### config.mk
export PLATFORM = sky130hd
export DESIGN_NAME = wall_follow_steering_controller_unit
export DESIGN_NICKNAME = d
export VERILOG_FILES = /design/src/rtl/core/wfsc_pkg.sv /design/src/rtl/core/wfsc_step.sv /design/src/rtl/core/wall_follow_steering_controller_unit.sv
export SDC_FILE = /design/constraint.sdc
export NUM_CORES = 1
export LEC_CHECK = 0
export BUFFER_PORTS_ARGS = -buffer_cell sky130_fd_sc_hd__buf_2
export CORE_UTILIZATION = 25
export CTS_BUF_LIST = sky130_fd_sc_hd__clkbuf_4 sky130_fd_sc_hd__clkbuf_8
export DETAILED_ROUTE_END_ITERATION = 8
export HOLD_SLACK_MARGIN = 0.15
export MAX_ROUTING_LAYER = met4
export SLEW_MARGIN = 0
export SYNTH_ARGS = -nofsm -noshare
export SYNTH_HDL_FRONTEND = slang
export SYNTH_SLANG_ARGS = --single-unit
### constraint.sdc
create_clock -name clk_i -period 8.7 [get_ports clk_i]
set_input_delay 1.74 -clock clk_i [delete_from_list [all_inputs] [get_ports clk_i]]
set_output_delay 1.74 -clock clk_i [all_outputs]
set_load 0.1 [all_outputs]
### src/rtl/core/wfsc_pkg.sv
// Package for the wall-follow steering controller: types, codes and constants.
`default_nettype none

package wfsc_pkg;

  localparam int unsigned DistW  = 13;
  localparam int unsigned DiffW  = DistW + 1;
  localparam int unsigned ServoW = 10;
  localparam int unsigned SlewW  = 12;
  localparam int unsigned CountW = 8;
  localparam int unsigned CfgIdxW = 3;
  localparam int unsigned CfgDataW = 13;

  // Command codes.
  localparam logic CMD_TICK  = 1'b0;
  localparam logic CMD_FORCE = 1'b1;

  // Drive mode codes.
  localparam logic MODE_FOLLOW = 1'b0;
  localparam logic MODE_CORNER = 1'b1;

  // Register indexes.
  localparam logic [CfgIdxW-1:0] REG_FAR_LIMIT     = 3'd0;
  localparam logic [CfgIdxW-1:0] REG_NEAR_LIMIT    = 3'd1;
  localparam logic [CfgIdxW-1:0] REG_CORNER_LIMIT  = 3'd2;
  localparam logic [CfgIdxW-1:0] REG_SLEW_PERIOD   = 3'd3;
  localparam logic [CfgIdxW-1:0] REG_CONFIRM_COUNT = 3'd4;
  localparam logic [CfgIdxW-1:0] REG_ALIGN_BAND    = 3'd5;
  localparam logic [CfgIdxW-1:0] REG_CENTER_POS    = 3'd6;
  localparam logic [CfgIdxW-1:0] REG_WIDE_POS      = 3'd7;

  // Fixed steering constants.
  localparam logic [ServoW-1:0]        TOWARD_POS    = 10'd200;
  localparam logic signed [DiffW-1:0]  AWAY_DIFF_MIN = 14'sd5;
  localparam logic signed [DiffW-1:0]  TOWARD_DIFF_MAX = 14'sd0;
  localparam logic [ServoW-1:0]        SERVO_RESET   = 10'd250;
  localparam logic [CountW-1:0]        COUNT_MAX     = 8'd255;

  typedef struct packed {
    logic              cmd;
    logic [DistW-1:0]  dist_a;
    logic [DistW-1:0]  dist_b;
    logic              mode_value;
  } in_item_t;

  typedef struct packed {
    logic [ServoW-1:0] servo_pos;
    logic              drive_mode;
  } out_item_t;

  typedef struct packed {
    logic [DistW-1:0]  far_limit;
    logic [DistW-1:0]  near_limit;
    logic [DistW-1:0]  corner_limit;
    logic [SlewW-1:0]  slew_period;
    logic [CountW-1:0] confirm_count;
    logic [DistW-1:0]  align_band;
    logic [ServoW-1:0] center_pos;
    logic [ServoW-1:0] wide_pos;
  } cfg_t;

  typedef struct packed {
    logic              mode;
    logic [ServoW-1:0] servo;
    logic [SlewW-1:0]  slew_count;
    logic [CountW-1:0] confirm_counter;
  } ctrl_state_t;

endpackage

`default_nettype wire

### src/rtl/core/wfsc_step.sv
// Next-state logic for one transfer of the wall-follow steering controller.
`default_nettype none

module wfsc_step (
  input  wfsc_pkg::in_item_t    item_i,
  input  wfsc_pkg::cfg_t        cfg_i,
  input  wfsc_pkg::ctrl_state_t state_i,
  output wfsc_pkg::ctrl_state_t state_o
);
  import wfsc_pkg::*;

  logic signed [DiffW-1:0] diff;
  logic signed [DiffW-1:0] band;
  logic [ServoW-1:0]       target;
  logic                    qualifies;
  logic                    do_switch;
  logic [CountW-1:0]       counter_next;

  assign diff = $signed({1'b0, item_i.dist_b}) - $signed({1'b0, item_i.dist_a});
  assign band = $signed({1'b0, cfg_i.align_band});

  always_comb begin
    target = cfg_i.center_pos;
    if (item_i.dist_a >= cfg_i.far_limit) begin
      if (diff >= AWAY_DIFF_MIN) target = cfg_i.wide_pos;
    end else if (item_i.dist_a <= cfg_i.near_limit) begin
      if (diff <= TOWARD_DIFF_MAX) target = TOWARD_POS;
    end
  end

  // Follow mode looks for a far B; corner mode waits for the walls to line up.
  assign qualifies = (state_i.mode == MODE_FOLLOW) ?
                     (item_i.dist_b > cfg_i.corner_limit) :
                     ((diff < band) && (diff > -band));

  always_comb begin
    do_switch    = 1'b0;
    counter_next = state_i.confirm_counter;
    if (!qualifies) begin
      counter_next = '0;
    end else if (state_i.confirm_counter > cfg_i.confirm_count) begin
      do_switch = 1'b1;
    end else if (state_i.confirm_counter < COUNT_MAX) begin
      counter_next = state_i.confirm_counter + 1'b1;
    end
  end

  always_comb begin
    state_o = state_i;
    if (item_i.cmd == CMD_FORCE) begin
      state_o.mode = item_i.mode_value;
    end else if (state_i.mode == MODE_FOLLOW) begin
      if (state_i.servo != target) begin
        if (state_i.slew_count < cfg_i.slew_period) begin
          state_o.slew_count = state_i.slew_count + 1'b1;
        end else begin
          state_o.slew_count = '0;
          if (state_i.servo > target) state_o.servo = state_i.servo - 1'b1;
          else                        state_o.servo = state_i.servo + 1'b1;
        end
      end
      state_o.confirm_counter = counter_next;
      if (do_switch) state_o.mode = MODE_CORNER;
    end else begin
      state_o.servo           = cfg_i.wide_pos;
      state_o.confirm_counter = counter_next;
      if (do_switch) state_o.mode = MODE_FOLLOW;
    end
  end

endmodule

`default_nettype wire

### src/rtl/core/wall_follow_steering_controller_unit.sv
// Top level of the wall-follow steering controller: registers, flow control, checks.
`default_nettype none

// The controller takes one input transfer per clock cycle while the result side
// does not stall, and returns exactly one result transfer for each. Every
// transfer passes an input register and then the result register. An accepted
// input is held in the input register, and its result is then written into the
// result register and offered from there. The throughput is one transfer per
// cycle when nothing stalls, set by the state update between those two
// registers. Command 0 is a control tick that runs the follow or corner logic on
// distances A and B; command 1 only forces the drive mode and reports the current
// servo position. The servo position and mode in each result are the values after
// that transfer. The configuration port may be written only while no transfer is
// in flight; all eight registers come up at their documented reset values.
module wall_follow_steering_controller_unit (
  input  wire                                   clk_i,
  input  wire                                   rst_ni,
  input  wire                                   in_valid_i,
  output logic                                  in_stall_o,
  input  wfsc_pkg::in_item_t                    in_item_i,
  output logic                                  out_valid_o,
  input  wire                                   out_stall_i,
  output wfsc_pkg::out_item_t                   out_item_o,
  input  wire                                   cfg_we_i,
  input  wire [wfsc_pkg::CfgIdxW-1:0]           cfg_idx_i,
  input  wire [wfsc_pkg::CfgDataW-1:0]          cfg_wdata_i
);
  import wfsc_pkg::*;

  cfg_t        cfg_q;
  ctrl_state_t state_q, state_d;
  in_item_t    in_q;
  logic        in_valid_q;
  out_item_t   out_q;
  logic        out_valid_q;
  logic        advance;
  logic        fire;

  // The result register frees up when it is empty or its transfer completes.
  assign advance    = !out_valid_q || !out_stall_i;
  assign fire       = in_valid_q && advance;
  assign in_stall_o = in_valid_q && !advance;

  // Configuration registers.
  always_ff @(posedge clk_i or negedge rst_ni) begin
    if (!rst_ni) begin
      cfg_q.far_limit     <= 13'd400;
      cfg_q.near_limit    <= 13'd350;
      cfg_q.corner_limit  <= 13'd800;
      cfg_q.slew_period   <= 12'd600;
      cfg_q.confirm_count <= 8'd5;
      cfg_q.align_band    <= 13'd50;
      cfg_q.center_pos    <= 10'd250;
      cfg_q.wide_pos      <= 10'd300;
    end else if (cfg_we_i) begin
      case (cfg_idx_i)
        REG_FAR_LIMIT:     cfg_q.far_limit     <= cfg_wdata_i;
        REG_NEAR_LIMIT:    cfg_q.near_limit    <= cfg_wdata_i;
        REG_CORNER_LIMIT:  cfg_q.corner_limit  <= cfg_wdata_i;
        REG_SLEW_PERIOD:   cfg_q.slew_period   <= cfg_wdata_i[SlewW-1:0];
        REG_CONFIRM_COUNT: cfg_q.confirm_count <= cfg_wdata_i[CountW-1:0];
        REG_ALIGN_BAND:    cfg_q.align_band    <= cfg_wdata_i;
        REG_CENTER_POS:    cfg_q.center_pos    <= cfg_wdata_i[ServoW-1:0];
        REG_WIDE_POS:      cfg_q.wide_pos      <= cfg_wdata_i[ServoW-1:0];
        default: begin
        end
      endcase
    end
  end

  // Input register: it refills whenever it is empty or its current item moves on.
  always_ff @(posedge clk_i or negedge rst_ni) begin
    if (!rst_ni) begin
      in_valid_q <= 1'b0;
    end else if (!in_stall_o) begin
      in_valid_q <= in_valid_i;
    end
  end

  always_ff @(posedge clk_i) begin
    if (!in_stall_o && in_valid_i) begin
      in_q <= in_item_i;
    end
  end

  wfsc_step u_step (
    .item_i  (in_q),
    .cfg_i   (cfg_q),
    .state_i (state_q),
    .state_o (state_d)
  );

  // Controller state changes only when an item moves into the result register.
  always_ff @(posedge clk_i or negedge rst_ni) begin
    if (!rst_ni) begin
      state_q.mode            <= MODE_FOLLOW;
      state_q.servo           <= SERVO_RESET;
      state_q.slew_count      <= '0;
      state_q.confirm_counter <= '0;
    end else if (fire) begin
      state_q <= state_d;
    end
  end

  always_ff @(posedge clk_i or negedge rst_ni) begin
    if (!rst_ni) begin
      out_valid_q <= 1'b0;
    end else if (advance) begin
      out_valid_q <= in_valid_q;
    end
  end

  always_ff @(posedge clk_i) begin
    if (fire) begin
      out_q.servo_pos  <= state_d.servo;
      out_q.drive_mode <= state_d.mode;
    end
  end

  assign out_valid_o = out_valid_q;
  assign out_item_o  = out_q;

  // A stalled input can only come from a held item in the input register.
  a_stall_needs_item: assert property (@(posedge clk_i) disable iff (!rst_ni)
    in_stall_o |-> in_valid_q)
    else $error("input stalled with no item held");

  // A corner-mode tick always reports the wide position.
  a_corner_wide: assert property (@(posedge clk_i) disable iff (!rst_ni)
    (fire && in_q.cmd == CMD_TICK && state_q.mode == MODE_CORNER)
    |=> (out_q.servo_pos == $past(cfg_q.wide_pos)))
    else $error("corner tick did not report the wide position");

  // A follow tick moves the servo by at most one step.
  a_follow_one_step: assert property (@(posedge clk_i) disable iff (!rst_ni)
    (fire && in_q.cmd == CMD_TICK && state_q.mode == MODE_FOLLOW)
    |=> ((state_q.servo == $past(state_q.servo)) ||
         (state_q.servo == $past(state_q.servo) + 10'd1) ||
         (state_q.servo == $past(state_q.servo) - 10'd1)))
    else $error("servo moved more than one step in follow mode");

  // A forced mode change leaves the servo and the counters untouched.
  a_force_keeps_servo: assert property (@(posedge clk_i) disable iff (!rst_ni)
    (fire && in_q.cmd == CMD_FORCE)
    |=> ($stable(state_q.servo) && $stable(state_q.slew_count) &&
         $stable(state_q.confirm_counter)))
    else $error("forced mode changed servo or counters");

endmodule

`default_nettype wire
### Word level (Yosys, flattened, before mapping)

Index checks and enable logic that the tools add are counted.
W data, S select, Z words.

| storage, ports and cells | value |
|---|---|
| bits in registers | 164 |
| bits in latches | 0 |
| memory bits (writable) | 0 |
| ROM bits | 0 |
| bits of input ports | 49 |
| output and inout bits | 13 |
| word-level logic and storage cells | 89 |
| memories | 0 |

| cells by class | value |
|---|---|
| add/subtract/negate cells | 6 |
| multiply operators | 0 |
| div/mod/pow operators | 0 |
| magnitude comparators | 11 |
| equal/unequal tests | 10 |
| shift operators | 0 |
| mux-type cells | 20 |
| bitwise gates (word level) | 2 |
| reductions and logical operators | 20 |

Operators by type and width:

| operator | count |
|---|---|
| $mux W10 | 6 |
| $mux W30 | 1 |
| $mux W12 | 2 |
| $mux W8 | 3 |
| $mux W22 | 1 |
| $reduce_and A2 Y1 | 8 |
| $ge A14 B4 Y1 const B | 1 |
| $gt A14 B14 Y1 | 1 |
| $le A14 B1 Y1 const B | 1 |
| $lt A14 B14 Y1 | 1 |
| $neg A13 Y14 | 1 |
| $sub A13 B13 Y14 | 1 |
| $ge A13 B13 Y1 | 1 |
| $gt A13 B13 Y1 | 1 |
| $le A13 B13 Y1 | 1 |
| $add A12 B1 Y12 const B | 1 |
| $eq A3 B3 Y1 const B | 4 |
| $lt A12 B12 Y1 | 1 |
| $mux W11 | 1 |
| $add A10 B1 Y10 const B | 1 |
| $gt A10 B10 Y1 | 1 |
| $ne A10 B10 Y1 | 1 |
| $sub A10 B1 Y10 const B | 1 |
| $add A8 B1 Y8 const B | 1 |
| other kinds (12) | 27 |

### Depth between registers and ports, before layout

Gate-level depths: netlist (run 1).

| depth | value |
|---|---|
| depth after elaboration | 11 |
| depth in mapped cells | 35 |
| mapped depth without buffers | 33 |

### Hierarchy

A second synthesis (run 1) with hierarchy kept.

| second synthesis, totals | value |
|---|---|
| cell total of the unflattened synthesis | 965 |
| area, all modules | 10501.3 um2 |

Modules (own cells, without submodules):

| module | times used | cells an instance | area each (um2) | sequential area each (um2) |
|---|---|---|---|---|
| wall_follow_steering_controller_unit | 1 | 314 | 5936.9 | 4345.4 |
| wfsc_step | 1 | 651 | 4564.4 | 0.0 |

### Worst setup path before layout (run 1)

Ideal clock, no wire load.

| timing path | value |
|---|---|
| path type | reg-to-reg |
| start point | reg in_q[1] (netlist bit) |
| end point | reg out_q (netlist bit out_item_o[10]) (data pin) |
| library setup time | 271 ps |
| data arrival time | 6240 ps |
| required time | 8429 ps |
| setup slack | 2189 ps |
| stages on the path, launching flop included | 33 |
| buffers on the path | 0 |
| clock period less this slack | 6511 ps |
| cell sequence | edfxtp_1 inv_1 ha_1 inv_1 fa_1 a21o_1 a311o_1 a21oi_2 o21bai_1 xor2_1 a2111oi_4 nand4_2 a211o_1 a22oi_1 ha_1 nor2b_1 o21a_1 o21ai_0 a211o_1 o21ai_0 a31o_2 nand2b_1 inv_1 ha_1 a21o_1 a21oi_1 o21ai_0 o41ai_1 o21a_1 nor3_1 mux2i_1 mux2i_1 o211ai_1 |

RTL lines:

| element | RTL line | text |
|---|---|---|
| start, declared | wall_follow_steering_controller_unit.sv:32 | `in_item_t in_q;` |
| start signal, assigned | wall_follow_steering_controller_unit.sv:82 | `in_q <= in_item_i;` |
| end, declared | wall_follow_steering_controller_unit.sv:34 | `out_item_t out_q;` |

==> results of run 1 <==
[placed cells by master, fill, tap and decap left out, drive strengths merged, types with 7 or more instances in the layout]
cell    netlist  layout
xnor2        16      16
nor3         25      25
nor2b        18      18
inv         104     111
dfrtp        88      88
and3          8       8
ha          116     116
dfstp        37      37
edfxtp       39      39
a21o         18      18
a21oi        40      40
mux2i         9       9
nand4        20      20
mux2         52      52
nand2b       16      16
buf           6      69
o31ai         7       7
a22oi        12      12
nand3        16      16
o21ai        82      82
clkbuf       19      20
o21a         23      23
nor2         54      54
nand2        95      95
xor2         22      22
o22ai         7       7
[area by class of cell]
class                           instances  area, um^2  share of cell area [%]
Clock inverter                         12       140.1                   1.209
Multi-Input combinational cell        729        5421                   46.78
Sequential cell                       164        4345                   37.50
Timing Repair Buffer                   69       367.9                   3.174
Tap cell                              525       656.9                   5.668
Inverter                              105       394.1                   3.401
Clock buffer                           20       262.8                   2.267
[worst max-delay path by stage]
stage,from,cells past startpoint,endpoint
3_5_place_dp,in_q[1],32,out_item_o[10]
6_report,in_q[1],32,out_item_o[10]
2_1_floorplan,in_q[1],32,out_item_o[10]
3_3_place_gp,in_q[1],32,out_item_o[10]
5_1_grt,in_q[1],32,out_item_o[10]
4_1_cts,in_q[1],32,out_item_o[10]
[logic make-up after synthesis]
logic type,Yosys count,synth area share [%]
and+or+nand+nor,276,13.03
xor gates and xnor gates,38,3.245
DFF,164,42.36
AOI/OAI and AO/OA,235,15.21
buffers and inverters,130,4.928
muxes,61,6.587
adders and majority gates,119,14.64
[flip-flops by register name (all words and copies together), names as in the netlist]
name,count
out_item_o,11
state_q,31
in_q,28
out_valid_o,1
cfg_q,92
in_valid_q,1
[critical path: cells and delay by family, from the launching register on]
kind,cells,cell delay [ns]
multiplexers,2,0.49
AO/OA/AOI/OAI,18,4.03
XOR/XNOR,1,0.20
AND/OR/NAND/NOR,4,0.46
adder cells (fa/ha/maj),4,1.14
buffers and inverters,3,0.31
flip-flops,1,0.37
[power groups by stage]
stage	Clock, W	Combinational, W	Sequential, W
after floorplan	0	0.000817	0.00113
after global placement	0	0.00110	0.00110
after detailed placement	0	0.00113	0.00111
after CTS	0.000611	0.00114	0.00109
after global routing	0.000643	0.00128	0.00111
final	0.000593	0.00113	0.00109
[through the flow]
step / cells / instance area (um^2) / power [W] / hold WS (ns)
4_1_cts: 1624 / 11590 / 0.002842 / 0.5071
3_5_place_dp: 1592 / 11190 / 0.002240 / 0.4869
6_report: 1624 / 11590 / 0.002821 / 0.5037
2_1_floorplan: 1023 / 10260 / 0.001950 / 0.4574
5_1_grt: 1624 / 11590 / 0.003040 / 0.5207
3_3_place_gp: 1592 / 11190 / 0.002209 / 0.4737
[layer usage]
metal	vias up	routed length, um
met3	37	995
met1	3712	13340
met2	162	11670
met5	-	0
met4	0	533
li1	3766	-
==> results.md, run 1 <==
* Register share of total power at 38.8%
* CP Class: reg2reg
* Final Util at 28.90%
* DRT iter0 DRCs at 435
* Combinational power share at 40.2%
* Power share of the clock group at 21.0%
* GRT overflow at 0
* Nets@finish at 1253
* Met3 Track Usage GR at 2.386%
* Mapped Cells at 1023
* Net Sw Power at 0.001098 W
* Syn_nets at 1190
* P_int at 0.001723 W
* Starting Density at 25.58%
* Die Area at 41840 um^2
* Share of post-route cells with drive strength above 1 at 19.02%
* Die Width at 204.6 um
* Worst setup SP type: flip-flop
* WP data required at 8.91 ns
* Pre-CTS setup slack at 1.488 ns
* Distinct cells, synth at 73
* Area share of the largest cell type after synthesis at 21.47%
* Rows at 73
* Largest net degree at the start of global routing at 82
* Seq/Total Area, Yosys at 42.36%
* Max-cap violations at 0
* N_diodes at 0
* Worst R2R Start: in_q[1]
* Vias in the first global route at 7613
* Total CTS buffers at 17
* Top_reg_cell synth: dfrtp_1
* Leak at 5.137 nW
* Synth async-reset ratio at 76.22%
* Worst-Skew Late Latency at 0.48 ns
* Grt peak-use layer: met2
* Fillers at 4166
* Mapped Area at 10260 um^2
* Cell Pwr Density at 243.5 nW/um^2
* Total track usage at 13.69%
* Synth cell count leaders: ha_1 (116), inv_1 (104), nand2_1 (95)
* CTS H-tree depth at 4
* Area grow syn2layout at 12.98%
* Net Sw Frac at 38.92%
* Slowest-stage cell, CP: o41ai_1
* Worst reg2reg endpoint: out_item_o[10]
* Tmin final at 7.274 ns
* Hold_sp: in_valid_q
* Met1 Usage GRT at 18.99%
* Min-Delay Path Depth at 1
* Core area at 40100 um^2
* Status: finished clean
* Setup TNS at 0 ns
* Final HPWL from detailed placement at 20.11 mm
* CTS root buf: clkbuf_8
* Remaining DRCs at 0
* Antenna violations before repair at 0
* First-pass GRT wire length at 42.57 mm
* Final hold vios at 0
* Post-CTS Resized at 0
* RSZ-0062 raised after global routing: false
* PortBufs at 61
* Crit path DAT at 7.49 ns
* CP max stage delay at 0.45 ns
* Die H at 204.6 um
* CP Max Fanout at 8
* Final WS setup at 1.426 ns
* R2R Setup Slk at 1.43 ns
* Yosys reg bits at 164
* TritonCTS clock tree: built
* Worst VDD drop at 0.09553 mV
* DR vias/cell at 4.727
* Max Clk Rate at 137.5 MHz
* TritonCTS Sinks at 164
* IO Pins at 62
* Min-delay worst type: reg2reg
* Final GP Congestion at 0.9164
* Routed WL per cell at 16.34 um
* Syn Area/Cell at 10.03 um^2
* Post-synth EDFFs at 39
* DR vias at 7677
* Max_slew headroom at 30.92%
* Largest cells by area after synthesis: dfrtp_1 (21%), ha_1 (14%), edfxtp_1 (11%)
* Ratio of final minimum period to clock period at 83.61%
* Worst-case clock skew at 0.02076 ns
* Drt first pass iters at 5
* R2R cell count at 32
* Final setup violating endpoints at 0
* Total setup buffers inserted after CTS at 0
* # hold bufs at CTS at 0
* Crit. End Element: flip-flop
* Most common cell in the netlist: ha_1
* Yosys warnings at 0
* Clock slew at reported path FFs at 0.09 ns
* M2 GR Usage at 20.23%
* Worst-Margin Slew at 1.036 ns
* Slew Limit Fails at 0
* Hold Path Sink: out_valid_o
* Routed Antenna Nets at 0
* WL final at 26.54 mm
* Clock buffer depth at 2
* Largest area contributor in the netlist: dfrtp_1
Note: power is estimated with default switching activity, not from simulation.
==> run 2, diff against run 1 <==
- ABC_AREA: default -> 1
- clock period: 8.7 -> 6.3 ns (I/O delays scaled with it)
==> results.md, run 2 <==
* Status: finished clean
* CP max stage delay at 0.36 ns
* Syn_nets at 1399
* Ratio of final minimum period to clock period at 90.99%
* Seq/Total Area, Yosys at 41.79%
* Total track usage at 13.50%
* Die Width at 205.9 um
* Worst-Skew Late Latency at 0.47 ns
* Most common cell in the netlist: nand2_1
* Worst R2R Start: in_q[1]
* Min-delay worst type: reg2reg
* Most frequent cells in the layout: nand2_1 (260), inv_1 (191), o21ai_0 (140), ha_1 (113), dfrtp_1 (88)
* Cell Pwr Density at 369.1 nW/um^2
* Synth async-reset ratio at 76.22%
* IO Pins at 62
* Hold Path Sink: cfg_q[29]
* Vias in the first global route at 8050
* CTS root buf: clkbuf_8
* Final GP Congestion at 0.8938
* CP Max Fanout at 8
* Remaining DRCs at 0
* Critical path startpoint: in_q[1]
* Leak at 5.614 nW
* R2R Setup Slk at 0.57 ns
* Finished Cell Area at 11820 um^2
* Largest registers: cfg_q x92, state_q x31, in_q x28
* Slew Limit Fails at 0
* Max Clk Rate at 174.5 MHz
* Largest cells by area after synthesis: dfrtp_1 (21%), ha_1 (14%), edfxtp_1 (11%)
* Max_slew headroom at 28.47%
* DR vias/cell at 4.471
* Max reg flops at 92
* First-pass GRT wire length at 42.84 mm
* Final HPWL from detailed placement at 20.29 mm
* Most common cell after layout, fill and taps aside: nand2_1
* Placed Instance Area at 11280 um^2
* Min-Delay Path Depth at 2
* Area share of the largest cell type after synthesis at 21.18%
* Post-Layout Cell Count at 1846
* Mapped Cells at 1232
* TritonCTS clock tree: built
* Worst reg2reg endpoint: out_item_o[10]
* Die H at 205.9 um
* Rows at 74
* Drt first pass iters at 5
* Starting Density at 25.41%
* Worst-Margin Slew at 1.067 ns
* Slowest-stage cell, CP: edfxtp_1
* R2R cell count at 42
* Clock buffer depth at 2
* Clock slew at reported path FFs at 0.09 ns
* Setup TNS at 0 ns
* Crit path DAT at 5.93 ns
* WL final at 26.64 mm
* Core area at 40920 um^2
* Hold_sp: cfg_q[29]
* Share of post-route cells with drive strength above 1 at 16.17%
* DRT iter0 DRCs at 369
* Yosys reg bits at 164
* Post-synth EDFFs at 39
* Worst VDD drop at 0.1734 mV
* Yosys warnings at 0
* Reg with most FFs: cfg_q
* Tmin final at 5.732 ns
* Syn Area/Cell at 8.440 um^2
* Fillers at 4356
* TritonCTS Sinks at 164
* Die Area at 42410 um^2
* Final setup violating endpoints at 0
* Routed WL per cell at 14.43 um
* Placed Cells at 1803
* Top_reg_cell synth: dfrtp_1
* PortBufs at 61
* Mapped Area at 10400 um^2
* Worst-case clock skew at 0.01623 ns
* WP data required at 6.50 ns
* Max-cap violations at 0
* Distinct cells, synth at 52
* Antenna violations before repair at 3
* CP Class: reg2reg
* GRT overflow at 0
* # hold bufs at CTS at 0
* Nets@finish at 1465
* Critical Path Most Common Cell: nand2_1
* DR vias at 8253
* Final hold vios at 0
* Final Util at 28.89%
* Largest net degree at the start of global routing at 81
* Crit. End Element: flip-flop
* Largest area contributor in the netlist: dfrtp_1
* Area grow syn2layout at 13.69%
* Worst setup SP type: flip-flop
* Synth cell count leaders: nand2_1 (262), inv_1 (192), o21ai_0 (144)
* Routed Antenna Nets at 0
* Total CTS buffers at 17
* CTS H-tree depth at 4
==> run 2: changes by cell type after synthesis, sizes merged, moves of 18 or more <==
cell	change
nand2	+180
inv	+96
o21ai	+68
mux2	-52
nand3	+31
o21a	-21
nor2b	-18
==> run 2: how the worst max path moves through the flow <==
stage | endpoint | slack [ns] | depth (start not counted)
6_report | out_item_o[10] | 0.57 | 42
5_1_grt | out_item_o[10] | -0.005 | 42
2_1_floorplan | out_item_o[9] | 0.99 | 39
4_1_cts | out_item_o[9] | 0.14 | 38
3_5_place_dp | out_item_o[9] | 0.17 | 38
3_3_place_gp | out_item_o[9] | 0.30 | 38
==> run 2: metrics by stage <==
stage               setup WS (ns)  total power [W]  hold WS [ns]
floorplan                  0.9946         0.002980        0.4476
global placement           0.3013         0.003411        0.4684
detailed placement         0.1653         0.003453        0.4734
CTS                        0.1400         0.004230        0.4971
global route            -0.004916         0.004754        0.5152
finish                     0.5679         0.004363        0.4908
==> run 2: what timing repair did <==
action	4_1_cts	5_1_grt
gates resized for setup	0	25
endpoints found under the setup margin	0	8
buffers inserted	0	7
endpoints found under the hold margin	0	0
==> run 2: cells by family (layout without fill, tap and decap cells) <==
| family | count (synthesis) | after routing | share of synthesized area, % |
|---|---|---|---|
| flops | 164 | 164 | 41.79 |
| compound gates | 255 | 255 | 13.75 |
| other cells | 0 | 3 | 0 |
| simple gates | 439 | 440 | 19.17 |
| buf+inv | 224 | 302 | 8.243 |
| fa+ha+maj | 118 | 118 | 14.34 |
| xor+xnor | 32 | 32 | 2.696 |
==> run 2: critical path: cells and delay by family, from the launching register on <==
kind,cells,cell delay [ns]
and+or+nand+nor,23,1.88
AOI/OAI and AO/OA,11,1.72
adders and majority gates,4,1.06
DFF,1,0.36
buffers and inverters,3,0.27
xor gates and xnor gates,1,0.16
==> run 2: cell type report <==
class,instances,area [um^2],share of cell area (%)
multi-input combinational,845,5296,44.80
tap,532,665.6,5.631
clock buffer,21,270.3,2.286
timing repair buffer,70,375.4,3.175
sequential,164,4345,36.76
inverter,200,755.7,6.393
clock inverter,11,105.1,0.8891
antenna,3,7.507,0.06351
==> run 2: power breakdown <==
part	internal [W]	switching (W)	total, W
logic	0.000779	0.00127	0.00205
clock network	0.000338	0.000419	0.000757
registers	0.00136	0.000198	0.00155
total	0.00247	0.00189	0.00436
==> run 2: routing by layer <==
metal | track usage, % | vias up | part of all wire, %
met3 | 2.113 | 31 | 4.0
met5 | - | - | 0
li1 | - | 4204 | -
met4 | 4.123 | 0 | 2.1
met1 | 17.16 | 3858 | 47
met2 | 21.98 | 160 | 47
==> run 3, diff against run 2 <==
--- a/config.mk
+++ b/config.mk
@@ -13,4 +13,5 @@
 export HOLD_SLACK_MARGIN = 0.15
 export MAX_ROUTING_LAYER = met4
+export SKIP_LAST_GASP = 1
 export SLEW_MARGIN = 0
 export SYNTH_ARGS = -nofsm -noshare
==> constraint.sdc (replaced) <==
create_clock -name clk_i -period 5.7 [get_ports clk_i]
set_input_delay 0.57 -clock clk_i [delete_from_list [all_inputs] [get_ports clk_i]]
set_output_delay 0.57 -clock clk_i [all_outputs]
set_load 0.1 [all_outputs]
==> results.md, run 3 (same netlist as run 2, synthesis figures left out) <==
* CTS H-tree depth at 4
* # hold bufs at CTS at 0
* Die Width at 205.9 um
* Final WS setup at 0.06640 ns
* Rows at 74
* Reg area at 4345 um^2
* Routed WL per cell at 14.48 um
* Critical Path Most Common Cell: nand2_1
* Pre-CTS setup slack at -0.06470 ns
* Most common cell after layout, fill and taps aside: nand2_1
* Area grow syn2layout at 20.17%
* RSZ-0062 raised after global routing: true
* DR vias at 8420
* First-pass GRT wire length at 41.83 mm
* P_int at 0.002933 W
* Clock buffer depth at 2
* Total CTS buffers at 17
* Final Util at 30.53%
* Max reg flops at 92
* Max Clk Rate at 177.5 MHz
* Ratio of final minimum period to clock period at 98.84%
* TritonCTS Sinks at 164
* Fillers at 4332
* Slowest-stage cell, CP: edfxtp_1
* Crit. End Element: flip-flop
* DRT iter0 DRCs at 595
* Crit path DAT at 5.85 ns
* Min-delay worst type: in2async
* CP Max Fanout at 7
* Max_slew headroom at 27.34%
* IO Pins at 62
* Cell Pwr Density at 409.9 nW/um^2
* Net Sw Frac at 42.74%
* Drt first pass iters at 5
* Most frequent cells in the layout: nand2_1 (254), inv_1 (189), o21ai_0 (139), ha_1 (103), dfrtp_1 (88)
* Worst-Margin Slew at 1.084 ns
* Final hold vios at 0
* Starting Density at 25.41%
* Total track usage at 13.23%
* Clock slew at reported path FFs at 0.10 ns
* Placed Cells at 1828
* Largest net degree at the start of global routing at 67
* Worst-case clock skew at 0.01595 ns
* Reg with most FFs: cfg_q
* Post-Layout Cell Count at 1881
* Core area at 40920 um^2
* PortBufs at 61
* Critical path startpoint: in_q[1]
* R2R cell count at 42
* Tmin final at 5.634 ns
* Vias in the first global route at 7865
* Combinational power share at 48.9%
* Die H at 205.9 um
* Register share of total power at 33.5%
* Worst reg2reg endpoint: out_item_o[10]
* Final GP Congestion at 0.9010
* Routed Antenna Nets at 0
* Max-cap violations at 0
* Multi-input logic area at 5660 um^2
* Worst-Skew Late Latency at 0.48 ns
* CP Class: reg2reg
* TritonCTS clock tree: built
* WP data required at 5.92 ns
* CTS root buf: clkbuf_8
* Worst R2R Start: in_q[1]
* Antenna violations before repair at 3
* Die Area at 42410 um^2
* Remaining DRCs at 0
* Worst VDD drop at 0.1921 mV
* Final HPWL from detailed placement at 20.36 mm
* Largest registers: cfg_q x92, state_q x31, in_q x28
* CP max stage delay at 0.38 ns
* Net Sw Power at 0.002189 W
* CP Capture Point: out_item_o[10]
* Share of post-route cells with drive strength above 1 at 22.21%
* Final setup violating endpoints at 0
* Power share of the clock group at 17.6%
* Worst setup SP type: flip-flop
* DR vias/cell at 4.476
* Nets@finish at 1500
* Slew Limit Fails at 0
* R2R Setup Slk at 0.07 ns
* GRT overflow at 0
* Leak at 5.863 nW
* Status: finished clean
* WL final at 27.24 mm
-- run 3: worst max-delay path, delay by kind of cell, from the launching register on --
kind / cells / cell delay (ns)
AO/OA/AOI/OAI: 12 / 1.83
AND/OR/NAND/NOR: 21 / 1.73
adder cells (fa/ha/maj): 4 / 1.03
flip-flops: 1 / 0.38
buffers and inverters: 4 / 0.30
XOR/XNOR: 1 / 0.12
-- run 3: layout make-up --
type	count	share of cell area (%)
Clock inverter	12	1.162
Inverter	200	6.048
Clock buffer	20	2.153
Timing Repair Buffer	105	5.167
Multi-Input combinational cell	845	45.30
Antenna cell	3	0.06008
Tap cell	532	5.327
Sequential cell	164	34.78
-- run 3: metrics by stage --
| stage | area, um^2 | power [W] | TNS [ns] | hold WS [ns] |
|---|---|---|---|---|
| 4_1_cts | 11930 | 0.004838 | 0 | 0.2295 |
| 3_3_place_gp | 11470 | 0.003850 | 0 | 0.4684 |
| 2_1_floorplan | 10400 | 0.003294 | 0 | 0.2744 |
| 6_report | 12490 | 0.005122 | 0 | 0.1894 |
| 3_5_place_dp | 11470 | 0.003898 | -0.1211 | 0.4752 |
| 5_1_grt | 12490 | 0.005528 | -0.9282 | 0.2312 |
-- run 3: metal layers --
layer | vias to the layer above | wire (um) | track usage [%]
met5 | - | 0 | -
met4 | 0 | 523 | 4.018
li1 | 4280 | - | -
met2 | 142 | 13200 | 21.32
met3 | 33 | 1022 | 2.050
met1 | 3965 | 12490 | 17.03
-- run 3: how the worst min path moves through the flow --
stage / from / end / slack [ns] / cells past startpoint
finish: rst_ni / out_valid_o / 0.19 / 1
floorplan: rst_ni / cfg_q[0] / 0.27 / 0
detailed placement: cfg_q[76] / cfg_q[76] / 0.48 / 2
global placement: cfg_q[59] / cfg_q[59] / 0.47 / 2
global route: in_item_i[21] / in_q[21] / 0.23 / 1
CTS: rst_ni / out_valid_o / 0.23 / 1
-- run 3: power groups by stage --
stage | Combinational (W) | Sequential, W | Clock [W]
finish | 0.00251 | 0.00172 | 0.000899
global route | 0.00282 | 0.00175 | 0.000963
CTS | 0.00221 | 0.00171 | 0.000922
detailed placement | 0.00217 | 0.00173 | 0
global placement | 0.00212 | 0.00173 | 0
floorplan | 0.00149 | 0.00181 | 0
-- run 3: repair_timing --
| action | CTS | global route |
|---|---|---|
| setup buffers | 4 | 13 |
| cloned | 0 | 1 |
| resized for setup | 4 | 88 |
| pin swaps | 4 | 39 |
| endpoints found under the setup margin | 2 | 11 |
